<file path="src/rtl/sfp_pkg.sv">
// Shared types and constants of the sync framed sensor packet parser.
package sfp_pkg;

  localparam logic [7:0]  SyncFirst    = 8'hAA;
  localparam logic [7:0]  SyncSecond   = 8'h55;
  localparam int unsigned DataBytes    = 11;
  localparam int unsigned NumValues    = 5;
  localparam int unsigned PosW         = $clog2(DataBytes + 1);
  localparam logic [15:0] TimeoutReset = 16'd500;

  localparam logic ActByte = 1'b0;
  localparam logic ActTick = 1'b1;

  typedef struct packed {
    logic       action;
    logic [7:0] rx_byte;
  } in_item_t;

  typedef struct packed {
    logic [15:0] knob_one;
    logic [15:0] knob_two;
    logic [15:0] light_level;
    logic [15:0] joystick_x;
    logic [15:0] joystick_y;
    logic        switch_on;
    logic        frame_good;
    logic        frame_bad;
    logic        link_up;
  } out_item_t;

  typedef struct packed {
    logic [15:0] link_timeout_ms;
  } cfg_item_t;

  typedef struct packed {
    logic [NumValues-1:0][15:0] values;
    logic                       switch_on;
    logic                       good;
    logic                       bad;
  } frame_res_t;

endpackage

</file>
<file path="src/rtl/sfp_link_mon.sv">
// Link age counter, timeout register and link status compare.
module sfp_link_mon #(
  parameter int unsigned AGE_BITS = 16
) (
  input  logic        clk_i,
  input  logic        rst_ni,
  input  logic        cfg_we_i,
  input  logic [15:0] cfg_timeout_i,
  input  logic        tick_i,
  input  logic        good_i,
  output logic        link_up_o
);
  import sfp_pkg::*;

  localparam int unsigned CmpW = (AGE_BITS > 16) ? AGE_BITS : 16;

  logic [AGE_BITS-1:0] age_q, age_d;
  logic [15:0]         timeout_q;

  always_comb begin
    age_d = age_q;
    if (tick_i) begin
      if (age_q != {AGE_BITS{1'b1}}) begin
        age_d = age_q + AGE_BITS'(1);
      end
    end else if (good_i) begin
      age_d = '0;
    end
  end

  assign link_up_o = CmpW'(age_d) < CmpW'(timeout_q);

  always_ff @(posedge clk_i or negedge rst_ni) begin
    if (!rst_ni) begin
      age_q     <= '0;
      timeout_q <= TimeoutReset;
    end else begin
      age_q <= age_d;
      if (cfg_we_i) begin
        timeout_q <= cfg_timeout_i;
      end
    end
  end

endmodule

</file>
<file path="config.mk">
export PLATFORM = sky130hd
export DESIGN_NAME = sfp_link_mon
export DESIGN_NICKNAME = d
export VERILOG_FILES = /design/src/rtl/sfp_pkg.sv /design/src/rtl/sfp_link_mon.sv
export SDC_FILE = /design/constraint.sdc
export NUM_CORES = 1
export LEC_CHECK = 0
export BUFFER_PORTS_ARGS = -buffer_cell sky130_fd_sc_hd__buf_4
export CAP_MARGIN = 20
export CORE_UTILIZATION = 55
export CTS_CLUSTER_DIAMETER = 60
export CTS_CLUSTER_SIZE = 28
export DETAILED_ROUTE_END_ITERATION = 12
export HOLD_SLACK_MARGIN = 0.06
export PLACE_DENSITY = 0.77
export SLEW_MARGIN = 20
export SYNTH_ARGS = -nofsm -noshare
export SYNTH_HDL_FRONTEND = slang
export SYNTH_SLANG_ARGS = --single-unit
</file>
<file path="constraint.sdc">
create_clock -name clk_i -period 6.7 [get_ports clk_i]
set_input_delay 0.67 -clock clk_i [delete_from_list [all_inputs] [get_ports clk_i]]
set_output_delay 0.67 -clock clk_i [all_outputs]
set_load 0.02 [all_outputs]
</file>
---- After elaboration in Yosys (flattened, before gate mapping) ----
Index checks and enable logic that the tools add are counted.
word-level totals
  memory bits (read-only) ................. 0
  memory bits (writable) .................. 0
  bits in latches ......................... 0
  register bits after elaboration ......... 32
  input bits .............................. 21
  word-level logic and storage cells ...... 8
  output and inout bits ................... 1
  memories ................................ 0
cells by class
  multiplexer cells ....................... 3
  shift operators ......................... 0
  multipliers ............................. 0
  div/mod/pow operators ................... 0
  equality and inequality tests ........... 1
  magnitude comparators ................... 1
  reduce and logical (&&, ||, !) cells .... 0
  bitwise operators ....................... 0
  $add $sub $neg .......................... 1
operators with widths
  kind                     count
  $mux W16                 3
  $add A16 B1 Y16 const B  1
  $lt A16 B16 Y1           1
  $ne A16 B16 Y1 const B   1

---- Logic depth before layout (Yosys ltp) ----
Gate-level depths: netlist of run 1.
  depth after elaboration ................. 4
  gate-level depth with buffers ........... 11
  gate-level depth less buffers ........... 11

---- Least setup slack after synthesis of run 1 ----
Ideal clock, no wire load.
  kind .................................... register to output
  start ................................... register age_q[0]
  end ..................................... output link_up_o
  slack ................................... 3.045 ns
  cell stages (with the launch flop) ...... 12
  data arrival time ....................... 2.985 ns
  buffers on the path ..................... 0
  required time ........................... 6.030 ns
  path through ............................ dfrtp_1 > ha_1 > nand4_1 > o41ai_4 > nor2_1 > nand3_1 > mux2i_1 > ha_1 > a21oi_1 > o21ai_0 > a221o_1 > a211oi_1
on the way
  word-level cells in the longest chain between the ends .. 4
  elaborated cells on any way between the ends .. 6
ends and longest elaborated chain
  item                                                      line                                    source
  start: declaration                                        sfp_link_mon.sv:17                      logic [AGE_BITS-1:0] age_q, age_d;
  start signal: assignment                                  sfp_link_mon.sv:38                      age_q <= age_d;
  $add A16 B1 Y16 / $ne A16 B16 Y1 (equally long branches)  sfp_link_mon.sv:24, sfp_link_mon.sv:23
  $mux W16 (*)                                              sfp_link_mon.sv:23                      if (age_q != {AGE_BITS{1'b1}}) begin
  $mux W16 (*)                                              sfp_link_mon.sv:22                      if (tick_i) begin
  net age_d[7]                                              sfp_link_mon.sv:17
  $lt A16 B16 Y1 (*)                                        sfp_link_mon.sv:31                      assign link_up_o = CmpW'(age_d) < CmpW'(timeout_q);
  end: declaration                                          sfp_link_mon.sv:11                      output logic link_up_o
The timed path passes the listed nets; every way through them passes the cells marked *.

---- Worst setup path in the final report of run 1 ----
Ends and elaborated chain as after synthesis.

==> results.rst, run 1 <==
.. list-table::
   :header-rows: 1

   * - Metric
     - Value
   * - Run status
     - finished, final reports clean
   * - Top cells by area, synth
     - dfrtp_1, ha_1, dfstp_2
   * - CTS tree
     - built
   * - H-tree depth reported by CTS
     - 2
   * - Class of the tightest hold or removal check
     - input port to asynchronous set/reset pin
   * - Seq/Total Area, Yosys
     - 0.451
   * - Average wire per standard cell
     - 13.7 um
   * - Post-synth EDFFs
     - 0
   * - Mean number of vias per cell
     - 5.53
   * - Commonest non-fill, non-tap cells in the layout
     - nand2_1, dfrtp_1, o21ai_0, buf_4, inv_1
   * - Count of buffering cells on the critical path with inverters included
     - 1
   * - Cell with the largest stage delay on the worst path
     - o41ai_4
   * - Number of maximum-capacitance violations
     - 0
   * - Endpoints failing hold
     - 0
   * - WHS
     - 256 ps
   * - Number of top-level design ports
     - 22
   * - Total routed wirelength
     - 3.53 mm
   * - Clock root cell
     - clkbuf_4
   * - Net count, final
     - 249
   * - Min Tclk post-route
     - 4320 ps
   * - Final Max Slew Viols
     - 0
   * - Worst path arrival time
     - 3650 ps
   * - Syn Nets
     - 226
   * - Core region area
     - 0.00308 sq mm
   * - Buffers on Ports
     - 21
   * - Per-instance average area after synthesis
     - 9.48 sq um
   * - Clock power frac
     - 0.282
   * - Path depth of the worst reg2reg path
     - 6
   * - Hpwl dp
     - 2.74 mm
   * - Number of buffers created by CTS
     - 5
   * - Residual DRC count
     - 0
   * - Post-Place Setup Slack
     - 2840 ps
   * - Unrepaired setup endpoints after global routing
     - false
   * - Filler Cell Count
     - 269
   * - Floorplan die height
     - 59.1 um
   * - Count of synthesis-stage warnings from yosys
     - 0
   * - ANT nets after route
     - 0
   * - Top delay family on crit path
     - compound AO/OA/AOI/OAI gates
   * - Async S/R FF share, synth
     - 1.00
   * - Total routing usage reported by global routing
     - 0.237
   * - Clk Latency, worst-skew pair
     - 330 ps
   * - Clock transition at the register clock pins on the worst setup and hold paths after CTS
     - 100 ps
   * - Transition time at the pin with the least slew margin
     - 590 ps
   * - Share of final-layout standard cells stronger than drive strength 1
     - 0.174
   * - Number of register bits inferred by synthesis
     - 32
   * - Antenna violations before repair
     - 0
   * - Post-synth design cell area
     - 0.00179 sq mm
   * - Growth of design area from synthesis to finish
     - 14.1%
   * - DIE AREA
     - 0.00349 sq mm
   * - Initial DRC Count
     - 68
   * - Post-cts repair resize count
     - 0
   * - Relative contribution of combinational cells to total power
     - 0.168
   * - Int Pwr
     - 0.000289 W
   * - Pin count of the biggest net entering global routing
     - 33
   * - Overflow left after global routing
     - 0
   * - Cell count after synthesis
     - 189
   * - Switching Power
     - 0.000110 W
   * - Post-synth cell types
     - 29
   * - Crit path largest cell delay
     - 530 ps
   * - Switching fraction of total power
     - 0.275
   * - Wire length of the first global-routing pass
     - 6.05 mm
   * - LEAKAGE
     - 1.01 nW
   * - Maximum clock rate
     - 232 MHz
   * - Final core utilization
     - 0.664
   * - Number of buffers added for setup after CTS
     - 0
   * - Hold-fix buffers at CTS
     - 0
   * - WP depth
     - 12
   * - Clock skew
     - 9.32 ps
   * - Initial Utilization
     - 0.582
   * - Main synth FF type
     - dfrtp_1
   * - Standard-cell row count
     - 20
   * - Number of global-route vias before repair
     - 1394
   * - Final weighted congestion in routability-driven placement
     - 0.853
   * - Largest driver fanout on the critical path
     - 10
   * - Part of the cycle the worst path needs
     - 0.645
   * - Die extent in x
     - 59.1 um
   * - Number of detailed-route iterations in the first pass
     - 4
   * - Total power density per cell area
     - 195 mW/mm^2
   * - Most common cell after layout, fill and taps aside
     - nand2_1
   * - ANT cells
     - 0
   * - Number of setup violations in the final report
     - 0
   * - Area share of the largest cell type after synthesis
     - 0.363
   * - Number of clock sinks
     - 32
   * - Sequential share of power
     - 0.550
   * - CTS max path bufs
     - 2
   * - Max transition margin
     - 0.604
   * - Startpoint kind of the worst setup timing path
     - flip-flop
   * - Kind of capture point of the worst setup path
     - output port
   * - Yosys top cell by area
     - dfrtp_1
   * - Crit path kind
     - flip-flop to output port
   * - Required time at the worst-slack endpoint
     - 6030 ps
   * - Setup TNS
     - 0 ps
   * - Final Worst Setup Slack
     - 2380 ps
   * - Max rail drop VDD
     - 149 uV
   * - CP Cell Sequence
     - ha_1 -> nand4_1 -> o41ai_4 -> nor2_1 -> nand3_1 -> mux2i_1 -> ha_1 -> a21oi_1 -> o21ai_0 -> a221o_1 -> a211oi_1 -> buf_4
   * - Overall via count from detail_route
     - 1421
   * - Cell repeated most along the worst path
     - ha_1
[stage by stage]
step | cells | total power, W | cell area [sq um]
floorplan | 189 | 0.000261 | 1790
global placement | 249 | 0.000285 | 1990
detailed placement | 249 | 0.000289 | 1990
CTS | 257 | 0.000402 | 2040
global route | 257 | 0.000421 | 2040
finish | 257 | 0.000399 | 2040
[power by group through the flow]
stage	clock network (W)	logic [W]	registers (W)
finish	0.000112	0.0000669	0.000219
global route	0.000123	0.0000775	0.000221
CTS	0.000115	0.0000673	0.000219
detailed placement	0	0.0000663	0.000223
global placement	0	0.0000630	0.000222
floorplan	0	0.0000412	0.000220
[final timing paths]
check,end,start,slack (ps)
setup / recovery,link_up_o,age_q[0],2380
hold / removal,age_q[6],rst_ni,260
setup reg to reg,age_q[5],age_q[0],4600
hold reg to reg,timeout_q[6],timeout_q[6],530
max in group asynchronous,timeout_q[2],rst_ni,6100
min in group clk_i,timeout_q[6],timeout_q[6],530
[Yosys cell counts, drive strengths merged (3+ instances only)]
master / n
o31ai: 3
nand4: 8
nand2: 34
mux2i: 11
dfstp: 6
nand3: 10
o21ai: 21
inv: 20
clkbuf: 5
ha: 16
a21oi: 6
dfrtp: 26
nor2: 6
[flip-flops by register name, indices dropped and copies added, names as in the netlist]
name and cells:
age_q 16, timeout_q 16
[cell families after synthesis]
group | after synthesis | share of synthesized area
AO/OA/AOI/OAI | 40 | 0.146
XOR/XNOR | 1 | 0.00489
adder cells (fa/ha/maj) | 16 | 0.112
multiplexers | 12 | 0.0677
buffers and inverters | 25 | 0.0524
AND/OR/NAND/NOR | 63 | 0.166
flip-flops | 32 | 0.451
[layer usage]
layer  global-route usage  vias up  routed length, um
li1                     -      715                  -
met1                0.303      651               1590
met2                0.398       45               1690
met3               0.0590       10                188
met4               0.0680        0                 65
met5                    0        -                  0
[layout make-up]
cell class | instances | area [sq um] | area share
clock buffer | 8 | 58.8 | 0.0288
inverter | 20 | 75.1 | 0.0367
multi-input combinational | 132 | 890 | 0.435
sequential | 32 | 808 | 0.395
tap | 44 | 55.1 | 0.0269
timing repair buffer | 21 | 158 | 0.0771
Power figures use the tool's default switching activity.
==> inputs of run 2 (changes only) <==
- clock period: 6.7 -> 4 ns (I/O delays scaled with it)
==> run 2 against run 1 <==
  * Sequential power is 68% higher
  * Register-to-register slack got worse by 2500 ps
  * Cell area grew 1.3%
  * Critical endpoint unchanged
  * Highest routed layer unchanged
==> results.rst, run 2 (synthesized netlist as in run 1, its figures left out) <==
.. list-table::
   :header-rows: 1

   * - Metric
     - Value
   * - Run status
     - finished, final reports clean
   * - Die extent in x
     - 59.1 um
   * - Total routed wirelength
     - 3.42 mm
   * - Required time at the worst-slack endpoint
     - 3600 ps
   * - Largest driver fanout on the critical path
     - 5
   * - Number of buffers created by CTS
     - 5
   * - Maximum clock rate
     - 263 MHz
   * - Number of maximum-capacitance violations
     - 0
   * - Overall via count from detail_route
     - 1423
   * - Clock root cell
     - clkbuf_4
   * - Initial Utilization
     - 0.582
   * - Placed cell count
     - 249
   * - Met3 wire length
     - 131 um
   * - Share of final-layout standard cells stronger than drive strength 1
     - 0.186
   * - Switching fraction of total power
     - 0.272
   * - Number of setup violations in the final report
     - 0
   * - Buffers on Ports
     - 21
   * - Floorplan die height
     - 59.1 um
   * - Total routed wire length on the met1 layer
     - 1.64 mm
   * - Clk Latency, worst-skew pair
     - 330 ps
   * - Number of clock sinks
     - 32
   * - Transition time at the pin with the least slew margin
     - 628 ps
   * - Class of the tightest hold or removal check
     - input port to flip-flop
   * - H-tree depth reported by CTS
     - 2
   * - Final weighted congestion in routability-driven placement
     - 0.859
   * - Number of top-level design ports
     - 22
   * - Commonest non-fill, non-tap cells in the layout
     - nand2_1, dfrtp_1, buf_4, inv_1, o21ai_0
   * - Clock power frac
     - 0.279
   * - Number of detailed-route iterations in the first pass
     - 4
   * - Total placed instance area
     - 0.00199 sq mm
   * - Pin count of the biggest net entering global routing
     - 33
   * - CTS tree
     - built
   * - Core region area
     - 0.00308 sq mm
   * - Max rail drop VDD
     - 208 uV
   * - Part of the cycle the worst path needs
     - 0.951
   * - Endpoints failing hold
     - 0
   * - Worst path arrival time
     - 3410 ps
   * - Overflow left after global routing
     - 0
   * - Min Tclk post-route
     - 3810 ps
   * - DIE AREA
     - 0.00349 sq mm
   * - Total routing usage reported by global routing
     - 0.230
   * - Setup TNS
     - 0 ps
   * - CTS max path bufs
     - 2
   * - ANT cells
     - 0
   * - Final Max Slew Viols
     - 0
   * - WHS
     - 285 ps
   * - Most common cell after layout, fill and taps aside
     - nand2_1
   * - Wire length of the first global-routing pass
     - 5.87 mm
   * - Hpwl dp
     - 2.57 mm
   * - Final core utilization
     - 0.673
   * - Clock transition at the register clock pins on the worst setup and hold paths after CTS
     - 100 ps
   * - Growth of design area from synthesis to finish
     - 15.6%
   * - Startpoint kind of the worst setup timing path
     - flip-flop
   * - Switching Power
     - 0.000182 W
   * - Relative contribution of combinational cells to total power
     - 0.171
   * - Finished Cell Area
     - 0.00207 sq mm
   * - LEAKAGE
     - 1.02 nW
   * - Initial DRC Count
     - 61
   * - Mean number of vias per cell
     - 5.49
   * - ANT nets after route
     - 0
   * - Unrepaired setup endpoints after global routing
     - false
   * - Finished Layout Cells
     - 259
   * - Antenna violations before repair
     - 0
   * - Average wire per standard cell
     - 13.2 um
   * - Max transition margin
     - 0.579
   * - Crit path kind
     - flip-flop to output port
   * - Kind of capture point of the worst setup path
     - output port
   * - Max layer used
     - met4
   * - Int Pwr
     - 0.000487 W
   * - Clock skew
     - 13.1 ps
   * - Residual DRC count
     - 0
   * - Net count, final
     - 251
   * - Total length of routed met2 wires
     - 1.60 mm
   * - Standard-cell row count
     - 20
   * - Number of global-route vias before repair
     - 1329
   * - Sequential share of power
     - 0.549
   * - Largest registers
     - age_q x16, timeout_q x16
   * - Total power density per cell area
     - 323 mW/mm^2
run 2: layer usage:
metal,vias to the layer above,global-route usage
met5,-,0
met4,0,0.0816
met3,10,0.0546
met2,38,0.365
met1,656,0.310
li1,719,-
run 2: repair_timing:
item	in CTS	in global routing
resized for setup	0	4
pin swaps	1	0
hold buffers	1	0
setup buffers	1	0
endpoints found under the setup margin	1	1
hold endpoints to repair	26	0
run 2: area by class of cell:
cell class | instances | area [sq um]
multi-input cells | 132 | 898
clock buffers | 8 | 58.8
fillers | 254 | 1010
repair buffers | 23 | 175
well taps | 44 | 55.1
flip-flops and latches | 32 | 808
inverters | 20 | 75.1
run 2: critical path, stage by stage, from the launching register on:
cell,delay (ps)
dfrtp_1,420
ha_2,240
nand4_1,190
o41ai_4,410
nor2_1,120
nand3_1,110
mux2i_1,270
ha_1,300
a21oi_1,160
o21ai_0,110
a221o_1,350
a211oi_2,210
buf_4,190
run 2: path summary, 6_finish.rpt:
path | endpoint | slack (ps) | start | cells past startpoint
hold reg to reg | timeout_q[7] | 520 | timeout_q[7] | 2
setup reg to reg | age_q[6] | 2060 | age_q[0] | 6
setup / recovery | link_up_o | 190 | age_q[0] | 12
max in group asynchronous | timeout_q[6] | 3120 | rst_ni | 2
min in group asynchronous | age_q[7] | 550 | rst_ni | 2
hold / removal | timeout_q[11] | 290 | cfg_timeout_i[11] | 3
run 2: power groups by stage:
stage,Clock (W),Sequential [W],Combinational [W]
6_report,0.000187,0.000367,0.000115
2_1_floorplan,0,0.000369,0.0000691
4_1_cts,0.000190,0.000367,0.000112
5_1_grt,0.000205,0.000370,0.000137
3_5_place_dp,0,0.000373,0.000109
3_3_place_gp,0,0.000371,0.000105
run 2: through the flow:
stage,power (W),setup slack (ps)
floorplan,0.000438,615
global placement,0.000476,611
detailed placement,0.000482,384
CTS,0.000669,124
global route,0.000712,35.4
finish,0.000669,195
