<file path="config.mk">
export PLATFORM = sky130hd
export DESIGN_NAME = sfp_framer
export DESIGN_NICKNAME = d
export VERILOG_FILES = /design/src/rtl/sfp_pkg.sv /design/src/rtl/sfp_framer.sv
export SDC_FILE = /design/constraint.sdc
export NUM_CORES = 1
export LEC_CHECK = 0
export ABC_AREA = 1
export BUFFER_PORTS_ARGS = -buffer_cell sky130_fd_sc_hd__buf_2
export CAP_MARGIN = 20
export CORE_ASPECT_RATIO = 0.7
export CORE_MARGIN = 2
export CORE_UTILIZATION = 51
export CTS_CLUSTER_DIAMETER = 50
export CTS_CLUSTER_SIZE = 28
export DETAILED_ROUTE_END_ITERATION = 12
export PLACE_DENSITY = 0.78
export SKIP_CTS_REPAIR_TIMING = 1
export SLEW_MARGIN = 30
export SYNTH_ARGS = -nofsm -noshare
export SYNTH_HDL_FRONTEND = slang
export SYNTH_SLANG_ARGS = --single-unit
</file>
<file path="constraint.sdc">
create_clock -name clk_i -period 2.4 [get_ports clk_i]
set_input_delay 0.12 -clock clk_i [delete_from_list [all_inputs] [get_ports clk_i]]
set_output_delay 0.12 -clock clk_i [all_outputs]
set_load 0.02 [all_outputs]
</file>
<file path="src/rtl/sfp_pkg.sv">
// Shared types and constants of the sync framed sensor packet parser.
package sfp_pkg;

  localparam logic [7:0]  SyncFirst    = 8'hAA;
  localparam logic [7:0]  SyncSecond   = 8'h55;
  localparam int unsigned DataBytes    = 11;
  localparam int unsigned NumValues    = 5;
  localparam int unsigned PosW         = $clog2(DataBytes + 1);
  localparam logic [15:0] TimeoutReset = 16'd500;

  localparam logic ActByte = 1'b0;
  localparam logic ActTick = 1'b1;

  typedef struct packed {
    logic       action;
    logic [7:0] rx_byte;
  } in_item_t;

  typedef struct packed {
    logic [15:0] knob_one;
    logic [15:0] knob_two;
    logic [15:0] light_level;
    logic [15:0] joystick_x;
    logic [15:0] joystick_y;
    logic        switch_on;
    logic        frame_good;
    logic        frame_bad;
    logic        link_up;
  } out_item_t;

  typedef struct packed {
    logic [15:0] link_timeout_ms;
  } cfg_item_t;

  typedef struct packed {
    logic [NumValues-1:0][15:0] values;
    logic                       switch_on;
    logic                       good;
    logic                       bad;
  } frame_res_t;

endpackage

</file>
<file path="src/rtl/sfp_framer.sv">
// Sync hunt, frame collection, XOR check and published value registers.
module sfp_framer (
  input  logic              clk_i,
  input  logic              rst_ni,
  input  logic              byte_en_i,
  input  logic [7:0]        rx_byte_i,
  output sfp_pkg::frame_res_t res_o
);
  import sfp_pkg::*;

  typedef enum logic [2:0] {
    HUNT_FIRST  = 3'b001,
    HUNT_SECOND = 3'b010,
    HUNT_DATA   = 3'b100
  } hunt_e;

  hunt_e                      hunt_q, hunt_d;
  logic [PosW-1:0]            pos_q, pos_d;
  logic [7:0]                 xor_q, xor_d;
  logic [7:0]                 store_q [DataBytes];
  logic                       store_we;
  logic [NumValues-1:0][15:0] pub_q, pub_d;
  logic                       sw_q, sw_d;
  logic                       good, bad;

  always_comb begin
    hunt_d   = hunt_q;
    pos_d    = pos_q;
    xor_d    = xor_q;
    store_we = 1'b0;
    pub_d    = pub_q;
    sw_d     = sw_q;
    good     = 1'b0;
    bad      = 1'b0;
    if (byte_en_i) begin
      case (hunt_q)
        HUNT_SECOND: begin
          if (rx_byte_i == SyncSecond) begin
            hunt_d = HUNT_DATA;
            pos_d  = '0;
            xor_d  = '0;
          end else if (rx_byte_i != SyncFirst) begin
            hunt_d = HUNT_FIRST;
          end
        end
        HUNT_DATA: begin
          if (pos_q < PosW'(DataBytes)) begin
            store_we = 1'b1;
            xor_d    = xor_q ^ rx_byte_i;
            pos_d    = pos_q + PosW'(1);
          end else begin
            if (xor_q == rx_byte_i) begin
              for (int k = 0; k < NumValues; k++) begin
                pub_d[k] = {store_q[2*k+1], store_q[2*k]};
              end
              sw_d = (store_q[DataBytes-1] != 8'h00);
              good = 1'b1;
            end else begin
              bad = 1'b1;
            end
            hunt_d = HUNT_FIRST;
            pos_d  = '0;
          end
        end
        default: begin
          hunt_d = (rx_byte_i == SyncFirst) ? HUNT_SECOND : HUNT_FIRST;
        end
      endcase
    end
  end

  always_ff @(posedge clk_i or negedge rst_ni) begin
    if (!rst_ni) begin
      hunt_q <= HUNT_FIRST;
      pos_q  <= '0;
      xor_q  <= '0;
      pub_q  <= '0;
      sw_q   <= 1'b0;
    end else begin
      hunt_q <= hunt_d;
      pos_q  <= pos_d;
      xor_q  <= xor_d;
      pub_q  <= pub_d;
      sw_q   <= sw_d;
    end
  end

  always_ff @(posedge clk_i) begin
    if (store_we) begin
      store_q[pos_q] <= rx_byte_i;
    end
  end

  assign res_o.values    = pub_d;
  assign res_o.switch_on = sw_d;
  assign res_o.good      = good;
  assign res_o.bad       = bad;

endmodule

</file>
# == Word level (Yosys, flattened, before mapping) ==
# Memories as Yosys holds them, arrays and structs flattened.
# Index checks and enable logic that the tools add are counted.
# classes
add_sub_neg,1
order_cmp,1
eq_ne,10
muxes,32
bitwise_logic,1
n_reduce_logical,5
# ops
operator,n
80-bit 2-to-1 mux,4
1-bit 2-to-1 mux,17
8-bit 2-to-1 mux,2
8-bit case mux with 2 select lines,1
3-bit 2-to-1 mux,3
"8-bit by 7-bit == test with 1-bit output, second input constant",1
8-bit == test,1
"8-bit == test, second input constant",1
4-bit 2-to-1 mux,2
"8-bit inequality test, second input constant",1
4-bit case mux with 2 select lines,1
8-bit nonzero test,1
8-bit XOR,1
"2-bit inequality test, second input constant",3
3-bit case mux with 2 select lines,1
3-bit AND reduction,2
"4-bit by 1-bit adder with 4-bit output, second input constant",1
"4-bit < comparator, second input constant",1
4-bit AND reduction,1
"3-bit by 2-bit == test with 1-bit output, second input constant",1
"3-bit == test, second input constant",1
"3-bit inequality test, second input constant",1
2-bit 2-to-1 mux,1
2-bit nonzero test,1
# totals
regBits,96
ramBits,88
input_bits,11
out_inout_bits,83
wordCells,60
memories,1
# memory_table
name,depth,word_bits,read_ports,rd_clocked_by_memory_dff,wr,line,source
store_q,11,8,11,0,1,sfp_framer.sv:20,logic [7:0] store_q [DataBytes];

# == Longest topological paths before layout ==
# Gate-level depths: netlist (run 1).
# logic_depth
depth_word,6
depth_mapped,10
mapped_depth_nobuf,9

# == Worst setup path after synthesis (run 1) ==
# Ideal clock, no wire load.
# synth_path
kind,register -> register
startpoint,reg pos_q[0]
endpoint,mem store_q[3][0] (enable)
setup_ps,383
arrival_time_ps,1873
required_time_ps,2017
slack_ps,143
stages_incl_launch_ff,7
path_buffers,0
synth_period_minus_slack_ps,2257
path_cell_list,dfrtp_1 ha_1 nor2_1 nor2_1 nor2_1 nand2_1 nor3_1
# synth_between
elab_chain_len,6
# synth_rtl
item,line,source
from (decl),sfp_framer.sv:18,"logic [PosW-1:0] pos_q, pos_d;"
from (signal assigned),sfp_framer.sv:81,pos_q <= pos_d;
4-bit < comparator,sfp_framer.sv:47,if (pos_q < PosW'(DataBytes)) begin
1-bit 2-to-1 mux,sfp_framer.sv:47,
1-bit 2-to-1 mux,sfp_framer.sv:36,case (hunt_q)
1-bit 2-to-1 mux,sfp_framer.sv:35,if (byte_en_i) begin
1-bit 2-to-1 mux,sfp_framer.sv:89,if (store_we) begin
1-bit 2-to-1 mux (implied by the code),sfp_framer.sv:90,store_q[pos_q] <= rx_byte_i;
to (decl),sfp_framer.sv:20,
# Parallel ways exist; a longest one is shown, timed or not.

==> results of run 1 <==
cell usage in the layout (no fill, tap or decap), drive strengths merged:
master,Yosys,routed
clkbuf,3,24
inv,29,33
nand4,4,4
nand2,304,304
dfstp,1,1
nor3,11,11
o21ai,15,15
nand3,16,16
xnor2,1,1
a21boi,1,1
dlygate4sd3,0,2
or2,1,1
clkinvlp,0,3
ha,4,4
a21oi,1,1
bufinv,0,1
dfrtp,95,95
clkinv,2,8
buf,17,137
nor2,18,18
edfxtp,88,88
through the flow:
stage | setup WS, ps | hold slack, ps | total power, mW | utilization | std cells
2_1_floorplan | 143 | -176 | 3.39 | - | 611
3_3_place_gp | 271 | -16.9 | 3.49 | 0.580 | 876
3_5_place_dp | 154 | -14.1 | 3.49 | 0.580 | 876
4_1_cts | -308 | -467 | 6.13 | 0.623 | 908
5_1_grt | -125 | 38.7 | 6.29 | 0.676 | 934
6_report | -31.0 | 24.9 | 6.10 | 0.676 | 934
cell families after synthesis:
kind of cell    synth area share
flops                      0.735
compound gates            0.0127
fa+ha+maj                0.00729
simple gates               0.205
xor+xnor                 0.00128
buf+inv                   0.0395
cell usage after synthesis (all sizes together), types with 2 or more instances:
cell type | n | area, sq um
nand2 | 304 | 1140
dfrtp | 95 | 2380
edfxtp | 88 | 2640
inv | 29 | 109
nor2 | 18 | 75.1
buf | 17 | 139
nand3 | 16 | 103
o21ai | 15 | 75.1
nor3 | 11 | 55.1
ha | 4 | 50.1
nand4 | 4 | 25.0
clkbuf | 3 | 11.3
clkinv | 2 | 12.5
path summary, 6_finish.rpt:
path	from	cells after the start	to	slack, ps
max in group asynchronous	rst_ni	3	hunt_q[0]$_DFFE_PN1P_	1600
hold reg to reg	store_q[0][6]$_DFFE_PP_	2	pub_q[6]$_DFF_PN0_	470
setup reg to reg	pos_q[0]$_DFFE_PN0P_	7	store_q[4][7]$_DFFE_PP_	380
hold / removal	rx_byte_i[3]	1	store_q[2][3]$_DFFE_PP_	20
setup / recovery	pos_q[0]$_DFFE_PN0P_	11	res_o[81]	-30
min in group asynchronous	rst_ni	2	pub_q[73]$_DFF_PN0_	90
registers in the layout, indices dropped and copies added, names as in the netlist:
register,cells
hunt_q,3
pos_q,4
pub_q,80
store_q,88
sw_q,1
xor_q,8
critical path, delay by kind of cell (launching register included):
family                   cells  cell delay [ps]
adder cells (fa/ha/maj)      1              190
flip-flops                   1              450
buffers and inverters        3              550
AND/OR/NAND/NOR              7              690
area by class of cell:
class                           count  area (sq um)
Clock inverter                     12           123
Tap cell                          166           208
Timing Repair inverter              2          20.0
Timing Repair Buffer              143          1230
Fill cell                         938          4260
Inverter                           31           129
Clock buffer                       20           447
Sequential cell                   184          5050
Multi-Input combinational cell    376          1670
layer usage:
| metal | share of wire | wire (microns) |
|---|---|---|
| met1 | 0.45 | 7590 |
| met2 | 0.46 | 7870 |
| met3 | 0.077 | 1300 |
| met4 | 0.011 | 189 |
| met5 | 0 | 0 |
power by group through the flow:
stage,combinational (mW),sequential (mW),clock (mW)
2_1_floorplan,0.0180,3.37,0
3_3_place_gp,0.116,3.37,0
3_5_place_dp,0.121,3.37,0
4_1_cts,0.122,3.31,2.70
5_1_grt,0.138,3.31,2.84
6_report,0.124,3.31,2.67
==> flow_summary_export.csv, run 1 <==
group,metric,value,unit
synth,synth_edf_count,88,
timing,worst_pin_slew,428,ps
clocking,htree_levels,4,
die,dieArea,0.0144,sq mm
synth,synthFlopType,"dfrtp_1",
pwr,seqPwrFrac,0.543,
pwr,netSwitchingPower,1.29,mW
run_status,violations,"setup timing",
clocking,clkSinkCount,184,
timing,finalSetupViolCount,15,
placement,dp_hpwl,10000,microns
global_routing,grtUsageTotal,0.222,
routing,finalWirelength,16900,microns
die,initial_core_util,0.523,
timing,drv_slew,0,
setup_path,required,2280,ps
global_routing,busiest_layer,"met2",
pwr,ir_drop,0.463,mV
clocking,cts_buffers,17,
synth,synth-seq-area-share,0.735,
timing,slew_headroom,0.715,
synth,syn_area,0.00687,sq mm
setup_path,crit_top_cell,"nor2_4",
synth,avgSynthCellArea,11.2,sq um
synth,synth_async_sr_flop_share,0.522,
global_routing,use_met2,0.332,
synth,synth_warnings,0,
synth,synth_nets,626,
global_routing,first_global_vias,4650,
routing,drc,0,
pwr,clock_power_share,0.437,
synth,ys_seq_elements,184,
timing,layout_setup_ws,-31.0,ps
timing,setup_tns,-192,ps
setup_path,arrival,2310,ps
flow_run,maxCapViolations,0,
clocking,cts_root_buf,"clkbuf_16",
timing,rsz0062_at_grt,"yes",
die,die_h,101,microns
pwr,p_int,4.81,mW
cells_and_area,drive_gt1_frac,0.286,
setup_path,cpPeakStageDelay,450,ps
timing,period_needed,2430,ps
setup_path,endpoint_kind,"output pin",
die,core_area,0.0131,sq mm
cells_and_area,num-nets-final,770,
clocking,cts_tree,"done",
die,fp.dieW,143,microns
global_routing,grt_max_degree,60,
timing,fmax,411,MHz
routing,dr.pass1.iters,7,
run_status,run_status,"finished, violations left",
die,num_rows,35,
synth,ys_types,25,
global_routing,gr-total-overflow,0,
routing,ant_nets,0,
pwr,p_comb_frac,0.020,
pwr,cellPowerDensity,687,mW/mm^2
routing,drt_iter0_markers,454,
clocking,clockBufferDepth,2,
placement,port_buffers,93,
synth,netlist_instances,611,
placement,routabilityCongestion,0.894,
global_routing,grt_pass1_wl,24000,microns
setup_path,crit_chain,"ha_4 > nor2_4 > nor2_4 > nand2_2 > nor2_4 > nand3_4 > buf_12 > clkbuf_16 > nand2_1 > nand2_1 > buf_2",
cells_and_area,area_growth,29.3,%
timing,timing.final.crit_share,1.01,
global_routing,gr-usage-met1,0.323,
pwr,power.leakage,4.25,nW
cells_and_area,fin_area,0.00888,sq mm
routing,routedWlPerCell,18.1,microns
routing,vias,4948,
setup_path,crit_path_top_delay_cell,"dfrtp_1",
placement,placed_cell_area,0.00761,sq mm
setup_path,crit_fanout,15,
routing,viasPerCell,5.30,
die,io_pins,94,
hold_path,hp-class,"in -> reg",
setup_path,startpoint_type,"register",
global_routing,antenna_found_initial,0,
pwr,swShare,0.211,
setup_path,critPathKind,"reg -> out",
global_routing,met3_usage,0.0584,
clocking,clk_pin_slew,70,ps
clocking,clk_latency,420,ps
timing,hold_viol_final,0,
cells_and_area,n_antenna_cell,0,
timing,finalClockSkew,7.07,ps
Note: power is estimated with default switching activity, not from simulation.
==> run 2, diff against run 1 <==
ABC_AREA = not set   (was 1)
CORE_UTILIZATION = 52   (was 51)
PLACE_DENSITY = 0.79   (was 0.78)
==> flow_summary_export.csv, run 2 <==
group,metric,value,unit
synth,synth_nets,406,
cells_and_area,area_growth,17.5,%
timing,finalClockSkew,9.72,ps
setup_path,critPathKind,"reg -> out",
synth,synth_common_cells,"dfrtp_1, edfxtp_1, mux2_4",
timing,period_needed,2510,ps
synth,avgSynthCellArea,18.5,sq um
timing,slew_headroom,0.699,
cells_and_area,layout_common_cells,"dfrtp_1, edfxtp_1, mux2_4",
clocking,htree_levels,4,
clocking,cts_root_buf,"clkbuf_16",
routing,drc,0,
timing,hold_viol_final,0,
timing,worst_pin_slew,451,ps
placement,dp.cells,677,
cells_and_area,largest_register_ffs,88,
clocking,cts_buffers,17,
setup_path,r2r_end,"store_q[3][6]$_DFFE_PP_",
run_status,violations,"setup timing",
global_routing,first_global_vias,3890,
die,fp.dieW,145,microns
hold_path,hp-start,"byte_en_i",
placement,place_ws,328,ps
synth,netlist_instances,391,
setup_path,startpoint_type,"register",
synth,synth_area_leader_cell,"edfxtp_1",
setup_path,crit_path_top_delay_cell,"dfrtp_1",
cells_and_area,num-nets-final,522,
setup_path,rrSetupSlack,370,ps
timing,timing.hold.ws,21.6,ps
placement,port_buffers,93,
die,initial_core_util,0.527,
global_routing,grtUsageTotal,0.200,
clocking,clk_latency,410,ps
die,io_pins,94,
setup_path,endpoint_kind,"output pin",
cells_and_area,drive_gt1_frac,0.438,
synth,synth.area.top_cells,"edfxtp_1, dfrtp_1, mux2_4",
hold_path,holdPathStages,2,
synth,synth_warnings,0,
timing,layout_setup_ws,-112,ps
placement,dp_hpwl,8940,microns
clocking,cts_tree,"done",
routing,vias,3644,
timing,timing.final.crit_share,1.05,
setup_path,rr_worst_depth,4,
routing,routedWlPerCell,19.7,microns
synth,synth_top_area_share,0.365,
routing,finalWirelength,14000,microns
synth,ys_seq_elements,184,
global_routing,grt_pass1_wl,22300,microns
clocking,clockBufferDepth,2,
setup_path,cpPeakStageDelay,420,ps
setup_path,arrival,2390,ps
cells_and_area,reg_top3,"store_q (88), pub_q (80), xor_q (8)",
synth,syn_area,0.00723,sq mm
clocking,clkSinkCount,184,
setup_path,timing.critical_path.buf_inv,2,
setup_path,required,2280,ps
cells_and_area,n_antenna_cell,0,
routing,dr.pass1.iters,4,
cells_and_area,regMostFlops,"store_q",
pwr,total_power,6.07,mW
setup_path,cp.depth,7,
routing,ant_nets,0,
global_routing,grt_max_degree,50,
timing,drv_slew,0,
die,core_area,0.0137,sq mm
setup_path,cp_top_family,"buffers and inverters",
die,num_rows,36,
setup_path,crit_chain,"ha_1 > o21a_2 > nand2_2 > nand4b_4 > buf_12 > mux2_4 > buf_2",
synth,synth_edf_count,88,
synth,synth_most_common_cell,"dfrtp_1",
hold_path,hp-class,"in -> reg",
routing,viasPerCell,5.13,
flow_run,maxCapViolations,0,
setup_path,crit_fanout,39,
timing,finalSetupViolCount,81,
die,dieArea,0.0149,sq mm
setup_path,rr_startpoint,"hunt_q[2]$_DFFE_PN0P_",
pwr,ir_drop,0.342,mV
global_routing,antenna_found_initial,0,
clocking,clk_pin_slew,60,ps
die,die_h,103,microns
routing,drt_iter0_markers,281,
global_routing,gr-total-overflow,0,
cells_and_area,post-route-util,0.619,
timing,fmax,398,MHz
synth,ys_types,41,
synth,synthFlopType,"dfrtp_1",
cells_and_area,final_common_cell,"dfrtp_1",
setup_path,cp-startpoint,"pos_q[0]$_DFFE_PN0P_",
synth,synth_async_sr_flop_share,0.522,
hold_path,hold_end,"hunt_q[1]$_DFFE_PN0P_",
pwr,power.leakage,4.11,nW
cells_and_area,final_cell_count_no_fill,710,
timing,rsz0062_at_grt,"yes",
placement,routabilityCongestion,0.841,
synth,synth-seq-area-share,0.698,
run_status,run_status,"finished, violations left",
pwr,cellPowerDensity,714,mW/mm^2
## run 2: changes by cell type after synthesis, sizes merged, moves of 9 or more
cell,change
and2,+12
nor3,-11
mux2,+81
nand2,-295
a21oi,+9
o21ai,-9
inv,-24
## run 2: per-stage QoR
stage          setup TNS, ps  instance area [sq um]
2_1_floorplan              0                   7230
5_1_grt               -14320                   8500
6_report               -5000                   8500
3_3_place_gp               0                   7890
3_5_place_dp               0                   7890
4_1_cts                -6620                   8450
## run 2: worst max path at each step
stage               slack, ps            endpoint
global placement          350           res_o[34]
detailed placement        330           res_o[39]
global route             -210           res_o[48]
finish                   -110           res_o[48]
floorplan                 540  pub_q[0]$_DFF_PN0_
CTS                      -120           res_o[39]
## run 2: final cells by class
| cell class | count | area (sq um) |
|---|---|---|
| Clock buffer | 25 | 495 |
| Clock inverter | 7 | 68.8 |
| Fill cell | 968 | 5240 |
| Inverter | 5 | 18.8 |
| Multi-Input combinational cell | 186 | 1950 |
| Sequential cell | 184 | 5050 |
| Tap cell | 190 | 238 |
| Timing Repair Buffer | 113 | 688 |
## run 2: layer usage
layer | vias up | wire, microns | GRT usage | part of all wire
met5 | - | 0 | 0 | 0
met4 | 0 | 63 | 0.0548 | 0.0045
met3 | 7 | 740 | 0.0558 | 0.053
met2 | 106 | 6270 | 0.299 | 0.45
met1 | 1872 | 6890 | 0.293 | 0.49
li1 | 1659 | - | - | -
## run 2: power by group
group | switching (mW) | total (mW) | leakage, nW | internal (mW)
Sequential | 0.00134 | 3.31 | 2.13 | 3.31
Clock | 1.10 | 2.64 | 0.263 | 1.54
Combinational | 0.0928 | 0.122 | 1.72 | 0.0293
Total | 1.20 | 6.07 | 4.11 | 4.87
## run 2: cells by family (layout without fill, tap and decap cells)
family / count (synthesis) / in the layout / synth area share
XOR/XNOR: 8 / 8 / 0.00969
flip-flops: 184 / 184 / 0.698
AND/OR/NAND/NOR: 62 / 62 / 0.0547
AO/OA/AOI/OAI: 23 / 23 / 0.0187
multiplexers: 89 / 89 / 0.178
adder cells (fa/ha/maj): 4 / 4 / 0.00692
buffers and inverters: 21 / 150 / 0.0343
